==> config.mk <==
export PLATFORM = sky130hd
export DESIGN_NAME = per_flow_in_order_chunk_tracker_core_flat
export DESIGN_NICKNAME = d
export VERILOG_FILES = /design/src/hw/rtl/pfct_pkg.sv /design/src/hw/rtl/pfct_hdr_if.sv /design/src/hw/rtl/pfct_res_if.sv /design/src/hw/rtl/pfct_ram.sv /design/src/hw/rtl/pfct_judge.sv /design/src/hw/rtl/per_flow_in_order_chunk_tracker_core.sv /design/src/flat_wrapper.sv
export SDC_FILE = /design/constraint.sdc
export NUM_CORES = 1
export LEC_CHECK = 0
export BUFFER_PORTS_ARGS = -buffer_cell sky130_fd_sc_hd__clkbuf_2
export CAP_MARGIN = 20
export CORE_AREA = 3 3 218 305
export CTS_CLUSTER_SIZE = 16
export DETAILED_ROUTE_END_ITERATION = 12
export DIE_AREA = 0 0 221 308
export PLACE_DENSITY_LB_ADDON = 0.1
export REMOVE_ABC_BUFFERS = 1
export SLEW_MARGIN = 30
export SYNTH_ARGS = -nofsm -noshare
export SYNTH_HDL_FRONTEND = slang
export SYNTH_SLANG_ARGS = --single-unit
==> constraint.sdc <==
create_clock -name clk -period 23 [get_ports clk]
set_input_delay 3.45 -clock clk [delete_from_list [all_inputs] [get_ports clk]]
set_output_delay 3.45 -clock clk [all_outputs]
set_load 0.05 [all_outputs]
==> src/hw/rtl/pfct_pkg.sv <==
package pfct_pkg;

    localparam int KEY_W   = 48;
    localparam int CHUNK_W = 32;
    localparam int SLOT_W  = 3;

    localparam logic [1:0] VERDICT_FULL   = 2'd0;
    localparam logic [1:0] VERDICT_AHEAD  = 2'd1;
    localparam logic [1:0] VERDICT_ACCEPT = 2'd2;
    localparam logic [1:0] VERDICT_STALE  = 2'd3;

    typedef logic [KEY_W-1:0]   key_t;
    typedef logic [CHUNK_W-1:0] count_t;

    typedef struct packed {
        logic [1:0]               verdict;
        logic                     send_ack;
        logic                     deliver;
        logic                     flow_closed;
        logic [SLOT_W-1:0]        slot_index;
        logic signed [CHUNK_W-1:0] ack_chunk;
    } result_t;

    // Outcome of the scan, handed to the judging unit.
    typedef struct packed {
        logic   hit;
        logic   free_found;
        count_t hit_count;
    } scan_sum_t;

endpackage

==> src/hw/rtl/pfct_hdr_if.sv <==
interface pfct_hdr_if;
    logic                valid;
    logic                ready;
    logic [31:0]         src_ip;
    logic [15:0]         src_port;
    logic signed [31:0]  chunk_number;
    logic                last_chunk;

    modport source (output valid, output src_ip, output src_port, output chunk_number,
                    output last_chunk, input ready);
    modport sink (input valid, input src_ip, input src_port, input chunk_number,
                  input last_chunk, output ready);
endinterface

==> src/hw/rtl/pfct_res_if.sv <==
interface pfct_res_if;
    logic                valid;
    logic                ready;
    logic [1:0]          verdict;
    logic                send_ack;
    logic                deliver;
    logic                flow_closed;
    logic [2:0]          slot_index;
    logic signed [31:0]  ack_chunk;

    modport source (output valid, output verdict, output send_ack, output deliver,
                    output flow_closed, output slot_index, output ack_chunk, input ready);
    modport sink (input valid, input verdict, input send_ack, input deliver,
                  input flow_closed, input slot_index, input ack_chunk, output ready);
endinterface

==> src/hw/rtl/pfct_ram.sv <==
module pfct_ram #(
    parameter int WIDTH = 80,
    parameter int DEPTH = 8,
    localparam int AW   = (DEPTH > 1) ? $clog2(DEPTH) : 1
) (
    input  logic             clk,
    input  logic             we,
    input  logic [AW-1:0]    waddr,
    input  logic [WIDTH-1:0] wdata,
    input  logic [AW-1:0]    raddr,
    output logic [WIDTH-1:0] rdata
);

    logic [WIDTH-1:0] mem [DEPTH];

    always_ff @(posedge clk)
    begin
        if (we)
        begin
            mem[waddr] <= wdata;
        end
        rdata <= mem[raddr];
    end

endmodule

==> src/hw/rtl/pfct_judge.sv <==
module pfct_judge #(
    parameter int FLOW_SLOTS = 8,
    localparam int AW        = (FLOW_SLOTS > 1) ? $clog2(FLOW_SLOTS) : 1
) (
    input  pfct_pkg::scan_sum_t  scan,
    input  logic [AW-1:0]        hit_slot,
    input  logic [AW-1:0]        free_slot,
    input  logic signed [31:0]   chunk,
    input  logic                 last,
    output pfct_pkg::result_t    result,
    output logic                 write_en,
    output logic [AW-1:0]        write_slot,
    output pfct_pkg::count_t     write_count,
    output logic                 in_use_val
);

    logic                full;
    pfct_pkg::count_t    count;
    logic signed [32:0]  expected;
    logic signed [32:0]  chunk_ext;
    logic                ahead;
    logic                accept;

    always_comb
    begin
        full       = !scan.hit && !scan.free_found;
        write_slot = scan.hit ? hit_slot : free_slot;
        count      = scan.hit ? scan.hit_count : '0;
        // One bit wider than the count, so the top count never wraps.
        expected   = $signed({count[31], count}) + 33'sd1;
        chunk_ext  = $signed({chunk[31], chunk});
        ahead      = chunk_ext > expected;
        accept     = chunk_ext == expected;

        result = '0;
        if (!full)
        begin
            result.slot_index = 3'(write_slot);
            if (ahead)
            begin
                result.verdict = pfct_pkg::VERDICT_AHEAD;
            end
            else
            begin
                result.verdict     = accept ? pfct_pkg::VERDICT_ACCEPT
                                            : pfct_pkg::VERDICT_STALE;
                result.send_ack    = 1'b1;
                result.deliver     = accept;
                result.flow_closed = accept && last;
                result.ack_chunk   = chunk;
            end
        end

        // A claimed slot is written even when its first chunk is ahead.
        write_en    = !full && (!scan.hit || accept);
        write_count = accept ? pfct_pkg::count_t'(chunk) : '0;
        in_use_val  = !(accept && last);
    end

endmodule

==> src/hw/rtl/per_flow_in_order_chunk_tracker_core.sv <==
// Per-flow in-order chunk tracker.
// The hdr channel carries one datagram header per transfer (source address,
// source port, chunk number, last flag); the res channel returns exactly one
// verdict per header, in order.
// After a header is taken the block scans its flow table, one slot per cycle
// through the single read port of the table memory, then judges the chunk
// against the expected number and updates the slot in its judging step.
// A new header is taken only once the last one has been judged; hdr.ready is
// low while a header is in work.
// A finished result sits in an output register, so the next header may be
// taken while it waits. If the receiver stalls so long that a second result
// is ready before the first has gone, the block holds in its judging step
// and the table is not touched until the output register is free.
// Reset marks every slot free and empties the output register; the address
// and count memory needs no clearing, as the data of free slots is never used.
module per_flow_in_order_chunk_tracker_core #(
    parameter int FLOW_SLOTS = 8
) (
    input  logic          clk,
    input  logic          rst_n,
    pfct_hdr_if.sink      hdr,
    pfct_res_if.source    res
);

    localparam int AW    = (FLOW_SLOTS > 1) ? $clog2(FLOW_SLOTS) : 1;
    localparam int CW    = $clog2(FLOW_SLOTS + 1);
    localparam int ENT_W = pfct_pkg::KEY_W + pfct_pkg::CHUNK_W;

    typedef enum logic [2:0] {
        S_IDLE  = 3'b001,
        S_SCAN  = 3'b010,
        S_JUDGE = 3'b100
    } state_t;

    state_t                 state_reg, state_next;
    logic [CW-1:0]          cnt_reg, cnt_next;
    logic                   cmp_vld_reg, cmp_vld_next;
    logic [AW-1:0]          cmp_idx_reg, cmp_idx_next;
    logic [FLOW_SLOTS-1:0]  in_use_reg, in_use_next;
    pfct_pkg::scan_sum_t    scan_reg, scan_next;
    logic [AW-1:0]          hit_slot_reg, hit_slot_next;
    logic [AW-1:0]          free_slot_reg, free_slot_next;
    logic                   out_vld_reg, out_vld_next;
    pfct_pkg::result_t      out_reg, out_next;
    pfct_pkg::key_t         key_reg, key_next;
    logic signed [31:0]     chunk_reg, chunk_next;
    logic                   last_reg, last_next;

    logic                   ram_we;
    logic [ENT_W-1:0]       ram_wdata;
    logic [ENT_W-1:0]       ram_rdata;
    pfct_pkg::key_t         rd_key;
    logic                   key_match;
    logic                   judge_fire;

    pfct_pkg::result_t      j_result;
    logic                   j_write_en;
    logic [AW-1:0]          j_write_slot;
    pfct_pkg::count_t       j_write_count;
    logic                   j_in_use_val;

    pfct_ram #(
        .WIDTH (ENT_W),
        .DEPTH (FLOW_SLOTS)
    ) u_table (
        .clk   (clk),
        .we    (ram_we),
        .waddr (j_write_slot),
        .wdata (ram_wdata),
        .raddr (cnt_reg[AW-1:0]),
        .rdata (ram_rdata)
    );

    pfct_judge #(
        .FLOW_SLOTS (FLOW_SLOTS)
    ) u_judge (
        .scan        (scan_reg),
        .hit_slot    (hit_slot_reg),
        .free_slot   (free_slot_reg),
        .chunk       (chunk_reg),
        .last        (last_reg),
        .result      (j_result),
        .write_en    (j_write_en),
        .write_slot  (j_write_slot),
        .write_count (j_write_count),
        .in_use_val  (j_in_use_val)
    );

    assign rd_key     = ram_rdata[ENT_W-1 -: pfct_pkg::KEY_W];
    assign key_match  = rd_key == key_reg;
    assign judge_fire = (state_reg == S_JUDGE) && (!out_vld_reg || res.ready);
    assign ram_we     = judge_fire && j_write_en;
    assign ram_wdata  = {key_reg, j_write_count};

    assign hdr.ready       = state_reg == S_IDLE;
    assign res.valid       = out_vld_reg;
    assign res.verdict     = out_reg.verdict;
    assign res.send_ack    = out_reg.send_ack;
    assign res.deliver     = out_reg.deliver;
    assign res.flow_closed = out_reg.flow_closed;
    assign res.slot_index  = out_reg.slot_index;
    assign res.ack_chunk   = out_reg.ack_chunk;

    always_comb
    begin
        state_next     = state_reg;
        cnt_next       = cnt_reg;
        cmp_vld_next   = 1'b0;
        cmp_idx_next   = cmp_idx_reg;
        in_use_next    = in_use_reg;
        scan_next      = scan_reg;
        hit_slot_next  = hit_slot_reg;
        free_slot_next = free_slot_reg;
        out_vld_next   = out_vld_reg;
        out_next       = out_reg;
        key_next       = key_reg;
        chunk_next     = chunk_reg;
        last_next      = last_reg;

        if (res.ready)
        begin
            out_vld_next = 1'b0;
        end

        // Compare stage: the memory data for the slot read last cycle.
        if (cmp_vld_reg)
        begin
            if (!in_use_reg[cmp_idx_reg])
            begin
                // Later slots overwrite, leaving the highest free one.
                scan_next.free_found = 1'b1;
                free_slot_next       = cmp_idx_reg;
            end
            else if (key_match)
            begin
                scan_next.hit       = 1'b1;
                scan_next.hit_count = ram_rdata[pfct_pkg::CHUNK_W-1:0];
                hit_slot_next       = cmp_idx_reg;
            end
        end

        case (state_reg)
            S_IDLE:
            begin
                if (hdr.valid)
                begin
                    key_next   = {hdr.src_ip, hdr.src_port};
                    chunk_next = hdr.chunk_number;
                    last_next  = hdr.last_chunk;
                    cnt_next   = '0;
                    scan_next  = '0;
                    state_next = S_SCAN;
                end
            end
            S_SCAN:
            begin
                if (cnt_reg != CW'(FLOW_SLOTS))
                begin
                    cmp_vld_next = 1'b1;
                    cmp_idx_next = cnt_reg[AW-1:0];
                    cnt_next     = cnt_reg + 1'b1;
                end
                else if (!cmp_vld_reg)
                begin
                    state_next = S_JUDGE;
                end
            end
            S_JUDGE:
            begin
                if (judge_fire)
                begin
                    out_vld_next = 1'b1;
                    out_next     = j_result;
                    if (j_write_en)
                    begin
                        in_use_next[j_write_slot] = j_in_use_val;
                    end
                    state_next = S_IDLE;
                end
            end
            default:
            begin
                state_next = S_IDLE;
            end
        endcase
    end

    always_ff @(posedge clk or negedge rst_n)
    begin
        if (!rst_n)
        begin
            state_reg   <= S_IDLE;
            cnt_reg     <= '0;
            cmp_vld_reg <= 1'b0;
            in_use_reg  <= '0;
            scan_reg    <= '0;
            out_vld_reg <= 1'b0;
        end
        else
        begin
            state_reg   <= state_next;
            cnt_reg     <= cnt_next;
            cmp_vld_reg <= cmp_vld_next;
            in_use_reg  <= in_use_next;
            scan_reg    <= scan_next;
            out_vld_reg <= out_vld_next;
        end
    end

    always_ff @(posedge clk)
    begin
        cmp_idx_reg   <= cmp_idx_next;
        hit_slot_reg  <= hit_slot_next;
        free_slot_reg <= free_slot_next;
        out_reg       <= out_next;
        key_reg       <= key_next;
        chunk_reg     <= chunk_next;
        last_reg      <= last_next;
    end

endmodule

==> src/flat_wrapper.sv <==
// flat-port wrapper written by rule: the top's interface ports become plain ports
module per_flow_in_order_chunk_tracker_core_flat 
#(
    parameter int FLOW_SLOTS = 8
)
  (clk, rst_n, hdr_valid, hdr_src_ip, hdr_src_port, hdr_chunk_number, hdr_last_chunk, hdr_ready, res_valid, res_verdict, res_send_ack, res_deliver, res_flow_closed, res_slot_index, res_ack_chunk, res_ready);
  pfct_hdr_if hdr_i ();
  pfct_res_if res_i ();
  input  logic clk;
  input  logic rst_n;
  input wire logic [$bits(hdr_i.valid)-1:0] hdr_valid;
  input wire logic [$bits(hdr_i.src_ip)-1:0] hdr_src_ip;
  input wire logic [$bits(hdr_i.src_port)-1:0] hdr_src_port;
  input wire logic [$bits(hdr_i.chunk_number)-1:0] hdr_chunk_number;
  input wire logic [$bits(hdr_i.last_chunk)-1:0] hdr_last_chunk;
  output wire logic [$bits(hdr_i.ready)-1:0] hdr_ready;
  output wire logic [$bits(res_i.valid)-1:0] res_valid;
  output wire logic [$bits(res_i.verdict)-1:0] res_verdict;
  output wire logic [$bits(res_i.send_ack)-1:0] res_send_ack;
  output wire logic [$bits(res_i.deliver)-1:0] res_deliver;
  output wire logic [$bits(res_i.flow_closed)-1:0] res_flow_closed;
  output wire logic [$bits(res_i.slot_index)-1:0] res_slot_index;
  output wire logic [$bits(res_i.ack_chunk)-1:0] res_ack_chunk;
  input wire logic [$bits(res_i.ready)-1:0] res_ready;
  assign hdr_i.valid = hdr_valid;
  assign hdr_i.src_ip = hdr_src_ip;
  assign hdr_i.src_port = hdr_src_port;
  assign hdr_i.chunk_number = hdr_chunk_number;
  assign hdr_i.last_chunk = hdr_last_chunk;
  assign hdr_ready = hdr_i.ready;
  assign res_valid = res_i.valid;
  assign res_verdict = res_i.verdict;
  assign res_send_ack = res_i.send_ack;
  assign res_deliver = res_i.deliver;
  assign res_flow_closed = res_i.flow_closed;
  assign res_slot_index = res_i.slot_index;
  assign res_ack_chunk = res_i.ack_chunk;
  assign res_i.ready = res_ready;
  per_flow_in_order_chunk_tracker_core #(.FLOW_SLOTS(FLOW_SLOTS)) u_core (.clk(clk), .rst_n(rst_n), .hdr(hdr_i), .res(res_i));
endmodule
# Yosys cells after proc, flatten, opt, wreduce, memory -nomap -nowiden
# Memory sizes are Yosys's and may differ from the RTL's. A register that Yosys moved wholly into a read port is not among the register bits.
# Cells that the tools add are included.
# classes
add_sub_neg	2
order_cmp	4
n_eq_ne	11
muxes	34
n_bitwise	1
n_reduce_logical	23
# op_table
cell	n
two-way mux 32 bit	4
two-way mux 34 bit	3
== test 48 bit	1
adder 32 x 2 -> 33 bit (second input constant)	1
== test 32 x 33 -> 1 bit	1
> comparator 32 x 33 -> 1 bit	1
two-way mux 3 bit	6
two-way mux 1 bit	14
one-hot mux 3 bit (3 select lines)	1
AND reduction 3 bit	3
bitwise mux 8 bit	1
< comparator 3 x 4 -> 1 bit (second input constant)	2
two-way mux 4 bit	2
one-hot mux 4 bit (2 select lines)	1
AND reduction 2 bit	4
logical AND 1 bit	6
!= test 2 bit (second input constant)	3
zero test 1 bit	5
adder 4 x 1 -> 4 bit (second input constant)	1
!= test 2 x 1 -> 1 bit (second input constant)	2
!= test 4 bit (second input constant)	1
AND reduction 4 bit	1
binary-select mux 1 bit (select 3 bit)	1
demux 1 bit (select 3 bit)	1
8 further kinds	9
# totals
regBits	181
ramBits	640
inputBits	85
output_inout_bits	42
elab_cells	97
memories	1
# mem_list
memory	depth	word_bits	read_ports	rd_clocked_by_memory_dff	wr	line	source
u_core.u_table.mem	8	80	1	1	1	pfct_ram.sv:14	logic [WIDTH-1:0] mem [DEPTH];

# Logic depth before layout (Yosys ltp)
# Gate-level depths: netlist (run 1).
# depth
ltp_word	8
ltp_mapped	21
mapped_depth_nobuf	16

# Modules after synthesis
# Synthesis (run 1) repeated with hierarchy kept, for this count alone.
# unflattened
cells_unflattened	1772
hier_area_um2	34994.8
# modules_own_cells
module	n_inst	cells_per_inst	area_per_inst_um2	seq_area_each_um2
pfct_ram	1	1018	25654.6	20820.0
per_flow_in_order_chunk_tracker_core	1	442	7010.5	5181.2
pfct_judge	1	312	2329.7	0.0

# Worst setup path before layout (run 1)
# No wires, ideal clock.
# synth_timing
path_kind	input to register
start	input res_ready
end	register u_core.in_use_reg[4]
setup_ps	104
arrival_time_ps	12679
required_time_ps	22896
path_slack_ps	10217
cell_stages	5
path_buffers	1
path_cell_list	nor2b_1 > or2_1 > clkbuf_1 > nor4_1 > mux2_2
# synth_between
elab_chain_cells	3
# synth_lines
element	line	source
start: declaration	flat_wrapper.sv:24	input wire logic [$bits(res_i.ready)-1:0] res_ready;
logical OR 1 bit	per_flow_in_order_chunk_tracker_core.sv:91	assign judge_fire = (state_reg == S_JUDGE) && (!out_vld_reg || res.ready);
logical AND 1 bit	per_flow_in_order_chunk_tracker_core.sv:91	
AND reduction 3 bit (no source line)	n/a	
end signal: assignment	per_flow_in_order_chunk_tracker_core.sv:204	in_use_reg <= in_use_next;
end: declaration	per_flow_in_order_chunk_tracker_core.sv:39	logic [FLOW_SLOTS-1:0] in_use_reg, in_use_next;
# Every way passes these cells.
# A chain may end at the register's enable or synchronous reset.

# Final worst setup path (run 1)
# layout_timing
start	input res_ready
end	memory u_core.u_table.mem[7][36] (enable)
# layout_between
elab_chain_cells	5
# layout_lines
element	line	source
logical OR 1 bit	per_flow_in_order_chunk_tracker_core.sv:91	
logical AND 1 bit	per_flow_in_order_chunk_tracker_core.sv:91	
logical AND 1 bit	per_flow_in_order_chunk_tracker_core.sv:92	assign ram_we = judge_fire && j_write_en;
two-way mux 1 bit	pfct_ram.sv:18	if (we)
two-way mux 1 bit (not written as such)	pfct_ram.sv:20	mem[waddr] <= wdata;
end: declaration	pfct_ram.sv:14	
# Every way passes these cells.

==> results.json, run 1 <==
{
  "status": "finished clean",
  "fin_crit_ns": 6.53,
  "ys_types": 57,
  "start_util_pct": 53.6,
  "vdd_drop_max_mv": 0.0662,
  "slew_headroom_pct": 34.0,
  "cts.sinks": 901,
  "die_h_um": 308,
  "required_ns": 23.24,
  "root_buffer": "clkbuf_16",
  "crit_type": "primary input to flop",
  "rsz0062_at_grt": "no",
  "max_stage_delay_ns": 0.69,
  "synth_fa_ha_area_share_pct": 1.31,
  "leakage_uw": 0.0129,
  "grt_pass1_wl_um": 108000,
  "clk_pin_slew_ns": 0.06,
  "worst-endpoint-arrival_ns": 6.76,
  "max-cap-violations": 0,
  "fin_crit_sh_pct": 28.4,
  "final.setup.tns_ns": 0,
  "synth_xor_area_share_pct": 1.99,
  "yosys-top-cells-area": "edfxtp_1 (67%), mux4_2 (11%), dfxtp_1 (4.7%), dfrtp_1 (3.6%), mux2_2 (2.7%)",
  "synth.cell_area_um2": 34400,
  "finalNetCount": 2042,
  "muxShareOfSynthArea_pct": 13.5,
  "drt-total-wl_um": 70700,
  "cp-start-kind": "primary input",
  "grt_max_degree": 67,
  "postRouteAntennaNets": 0,
  "worstMarginPinSlew_ns": 0.990,
  "die_area_um2": 68100,
  "largest_reg_flops": 640,
  "worstPathCellList": "clkbuf_2 > nor2b_1 > or2_1 > inv_2 > and3_1 > nand2_1 > a21oi_4 > buf_16 > buf_4 > buf_4",
  "tritoncts": "built",
  "yosysSeqAreaShare_pct": 75.7,
  "cp_max_fo": 41,
  "gp_congestion": 0.784,
  "whs_ns": 0.440,
  "dr.pass1.iters": 5,
  "post_cts_buffers": 0,
  "slowest_stage": "inv_2",
  "antenna_cells": 0,
  "cts_buffers": 82,
  "ctsResizeCount": 0,
  "syn_to_final_growth_pct": 13.2,
  "ys.warnings.count": 0,
  "avgSynthCellArea_um2": 19.6,
  "hold_violations": 0,
  "finalSetupViolations": 0,
  "synth.most_common_cell": "edfxtp_1",
  "drive_gt1_share_pct": 27.6,
  "cp_top_family": "buffers and inverters",
  "die_w_um": 221,
  "path_buf_inv": 5,
  "synth_ff_type": "edfxtp_1",
  "synth_edf_count": 770,
  "drc": 0,
  "drt-initial-drc-count": 1148,
  "io_buffers": 126,
  "synth_top_area_share_pct": 67.3,
  "ys_seq_elements": 901,
  "grt_antenna_before_repair": 4,
  "grt_pass1_vias": 17600,
  "coreArea_um2": 64100,
  "routedWlPerCell_um": 25.0,
  "rows": 110,
  "hpwlAfterDp_um": 40400,
  "hold_buffers": 0,
  "cts_max_path_buffers": 3,
  "via_per_inst": 5.79,
  "grt-ovfl-total": 0,
  "yosysTopAreaCell": "edfxtp_1",
  "fmax_ghz": 0.153,
  "insertion_delay_ns": 0.62,
  "synthCells": 1754,
  "synthArstFlopShare_pct": 5.66,
  "powerDensity_nw_per_um2": 106,
  "synth-compound-area-share_pct": 1.99,
  "p_total_uw": 4140,
  "final_max_slew_viol_count": 0,
  "vias": 16400,
  "ios": 127,
  "cts_max_level": 3,
  "hp-class": "flop to flop",
  "synth_simple_gate_area_share_pct": 4.33,
  "track_usage_pct": 21.0,
  "crit_path_frequent_cell": "buf_4",
  "clock-skew-final_ns": 0.0215,
  "synth_top_family_by_area": "multiplexers",
  "endpoint_kind": "flop",
  "synth_common_cells": "edfxtp_1 (770), mux4_2 (162), mux2_2 (83), dfxtp_1 (80), and2_1 (67)"
}
## tightest hold or removal path, delay by kind of cell (launching register included)
family	cells	cell delay (ns)
AO/OA/AOI/OAI	1	0.06
AND/OR/NAND/NOR	1	0.05
flip-flops	1	0.30
## where the power goes
| group | leakage [uW] | total (uW) | switching [uW] | internal (uW) |
|---|---|---|---|---|
| registers | 0.00840 | 2070 | 148 | 1920 |
| clock network | 0.00135 | 1380 | 571 | 807 |
| logic | 0.00314 | 688 | 301 | 387 |
## layout by cell type (no fill, tap or decap), types with 9 or more instances in the layout
cell type	instances
a21oi_1	51
and2_1	66
buf_4	27
clkbuf_1	24
clkbuf_16	89
clkbuf_2	126
clkbuf_8	14
clkinv_1	11
clkinv_2	9
dfrtp_1	46
dfxtp_1	80
edfxtp_1	770
ha_1	36
inv_1	20
mux2_2	83
mux4_2	162
nand2_1	59
nand3_1	51
nand4_1	17
nor2_1	32
nor4_1	9
o21ai_0	36
xnor2_1	30
xor2_1	48
## final cells by class
| class | count | area (um^2) |
|---|---|---|
| multi-input combinational | 755 | 8040 |
| tap | 840 | 1050 |
| timing repair buffer | 160 | 948 |
| clock buffer | 127 | 2510 |
| sequential | 901 | 26000 |
| inverter | 21 | 78.8 |
| fill | 4661 | 25200 |
| clock inverter | 26 | 245 |
## routing by layer
metal / GRT usage [%] / part of all wire (%)
met1: 26.8 / 41
met2: 37.8 / 53
met3: 3.00 / 3.9
met4: 6.40 / 2.2
met5: 0 / 0
## worst paths after layout
check | from | slack [ns] | depth (start not counted) | end
min reg2reg | u_core.u_table.rdata[13] | 0.44 | 2 | u_core.scan_reg[13]
max in group asynchronous | rst_n | 19.45 | 2 | u_core.cnt_reg[0]
max reg2reg | u_core.scan_reg[33] | 16.62 | 17 | u_core.u_table.mem[1][44]
max | res_ready | 16.47 | 10 | u_core.u_table.mem[7][36]
min in group asynchronous | rst_n | 2.97 | 2 | u_core.scan_reg[1]
min | u_core.u_table.rdata[13] | 0.44 | 2 | u_core.scan_reg[13]
## metrics by stage
| step | cells | util (%) | cell area (um^2) | worst slack, ns |
|---|---|---|---|---|
| after CTS | 2829 | 60.6 | 38900 | 16.45 |
| after global placement | 2674 | 56.2 | 36000 | 15.57 |
| after detailed placement | 2676 | 56.3 | 36100 | 15.80 |
| after floorplan | 1677 | - | 34000 | 9.89 |
| after global routing | 2830 | 60.6 | 38900 | 16.13 |
| final | 2830 | 60.6 | 38900 | 16.47 |
## logic make-up (layout without fill, tap and decap cells)
kind of cell | after synthesis | after routing
compound gates | 112 | 112
buf+inv | 98 | 334
flops | 901 | 901
simple gates | 278 | 278
fa+ha+maj | 36 | 36
xor+xnor | 78 | 78
mux | 251 | 251
Note: power is estimated with default switching activity, not from simulation.
==> inputs of run 2 (changes only) <==
==> constraint.sdc (replaced) <==
create_clock -name clk -period 5.7 [get_ports clk]
set_input_delay 0.855 -clock clk [delete_from_list [all_inputs] [get_ports clk]]
set_output_delay 0.855 -clock clk [all_outputs]
set_load 0.05 [all_outputs]
==> results.json, run 2 (synthesized netlist as in run 1, its figures left out) <==
{
  "largest_reg_flops": 640,
  "finalNetCount": 2047,
  "rows": 110,
  "ctsResizeCount": 0,
  "coreArea_um2": 64100,
  "hold_violations": 0,
  "cp-start-kind": "flop",
  "syn_to_final_growth_pct": 13.6,
  "worst-r2r-cell-count": 14,
  "grt_pass1_wl_um": 109000,
  "die_area_um2": 68100,
  "start_util_pct": 53.6,
  "drt-initial-drc-count": 1331,
  "antenna_cells": 0,
  "utilization_pct": 60.9,
  "cts.sinks": 901,
  "die_w_um": 221,
  "die_h_um": 308,
  "final_common_cell": "edfxtp_1",
  "cp_max_fo": 33,
  "fmax_ghz": 0.203,
  "worstMarginPinSlew_ns": 0.922,
  "vias": 16600,
  "slowest_stage": "dfrtp_2",
  "routedWlPerCell_um": 24.9,
  "track_usage_pct": 21.1,
  "grt-ovfl-total": 0,
  "layout_common_cells": "edfxtp_1 (770), mux4_2 (162), clkbuf_2 (126)",
  "status": "finished clean",
  "finalSetupViolations": 0,
  "clk_pin_slew_ns": 0.06,
  "hold_buffers": 0,
  "max_stage_delay_ns": 0.62,
  "grt_pass1_vias": 17700,
  "cp_top_family": "simple AND/OR/NAND/NOR gates",
  "r2r_end": "u_core.u_table.mem[5][68]",
  "cts_buffers": 84,
  "crit_type": "flop to flop",
  "cts_max_level": 3,
  "worstPathCellList": "buf_4 > nand2_1 > nor4_1 > nand4_1 > nor2_1 > xor2_1 > nand2_1 > ha_1 > nand4_1 > nor3_2 > and4_1 > buf_4 > o2111a_4 > buf_4",
  "dr.pass1.iters": 5,
  "insertion_delay_ns": 0.63,
  "worst-endpoint-arrival_ns": 5.17,
  "via_per_inst": 5.84,
  "drt-total-wl_um": 70700,
  "io_buffers": 126,
  "postRouteAntennaNets": 0,
  "cts_max_path_buffers": 3,
  "post_cts_buffers": 0,
  "hp-class": "primary input to asynchronous set/reset pin",
  "endpoint_kind": "flop",
  "slew_headroom_pct": 38.5,
  "vdd_drop_max_mv": 0.369,
  "fin_crit_ns": 4.92,
  "clock-skew-final_ns": 0.0174,
  "powerDensity_nw_per_um2": 428,
  "ios": 127,
  "drc": 0,
  "rsz0062_at_grt": "no",
  "drive_gt1_share_pct": 27.6,
  "leakage_uw": 0.0129,
  "timing.critical_path.from": "u_core.scan_reg[33]",
  "crit-reg2reg-launch": "u_core.scan_reg[33]",
  "crit_path_frequent_cell": "buf_4",
  "hpwlAfterDp_um": 41800,
  "gp_congestion": 0.875,
  "rrSetupSlack_ns": 0.78,
  "max-cap-violations": 0,
  "final.setup.tns_ns": 0,
  "path_buf_inv": 3,
  "tritoncts": "built",
  "root_buffer": "clkbuf_16",
  "grt_antenna_before_repair": 2,
  "final_max_slew_viol_count": 0,
  "required_ns": 5.96,
  "nFillCells": 4670,
  "fin_crit_sh_pct": 86.3,
  "grt_max_degree": 110
}
-- run 2: changes by cell type in the layout (fill, tap and decap cells not counted), sizes merged --
cell,delta
buf,+3
clkbuf,-12
clkinvlp,+1
bufinv,+3
clkinv,+9
inv,+3
-- run 2: worst reg2reg max path: cells and delay by family (launching register included) --
family | cells | cell delay (ns)
simple gates | 8 | 2.05
buf+inv | 3 | 1.08
flops | 1 | 0.62
fa+ha+maj | 1 | 0.34
compound gates | 1 | 0.26
xor+xnor | 1 | 0.20
-- run 2: worst max-delay path by stage --
stage / depth (start not counted) / to / slack (ns)
3_5_place_dp: 17 / u_core.res.ack_chunk[2] / 0.86
2_1_floorplan: 15 / u_core.in_use_reg[4] / -7.41
3_3_place_gp: 14 / u_core.u_table.mem[5][65] / 0.99
5_1_grt: 14 / u_core.u_table.mem[5][68] / 0.40
4_1_cts: 14 / u_core.u_table.mem[5][53] / 0.81
6_report: 14 / u_core.u_table.mem[5][68] / 0.78
-- run 2: power by group --
part,total (uW),switching (uW),internal (uW)
clock,5570,2340,3230
combinational,2850,1260,1590
sequential,8300,531,7770
total,16700,4130,12600
-- run 2: layer usage --
layer | GRT usage, % | share of wire [%] | vias to the layer above
met5 | 0 | 0.021 | -
met4 | 8.80 | 3.5 | 2
met3 | 3.14 | 4.9 | 127
met2 | 37.4 | 53 | 472
met1 | 26.2 | 39 | 8656
li1 | - | - | 7304
-- run 2: per-stage QoR --
| stage | instance area (um^2) | worst slack [ns] | hold WS [ns] | cells | total power, uW |
|---|---|---|---|---|---|
| after global routing | 39000 | 0.403 | 0.373 | 2837 | 17400 |
| after floorplan | 34000 | -7.41 | 0.428 | 1677 | 11000 |
| after CTS | 39000 | 0.808 | 0.350 | 2835 | 16900 |
| after detailed placement | 36200 | 0.860 | 0.438 | 2678 | 11300 |
| after global placement | 36200 | 0.992 | 0.431 | 2678 | 11300 |
| final | 39000 | 0.783 | 0.380 | 2837 | 16700 |
-- run 2: layout make-up --
class                           count  area, um^2  area share [%]
Tap cell                          840        1050            2.69
Multi-Input combinational cell    755        8030            20.6
Clock buffer                      115        2320            5.95
Clock inverter                     42         434            1.11
Timing Repair Buffer              163        1110            2.85
Sequential cell                   901       26000            66.6
Inverter                           21        78.8           0.202
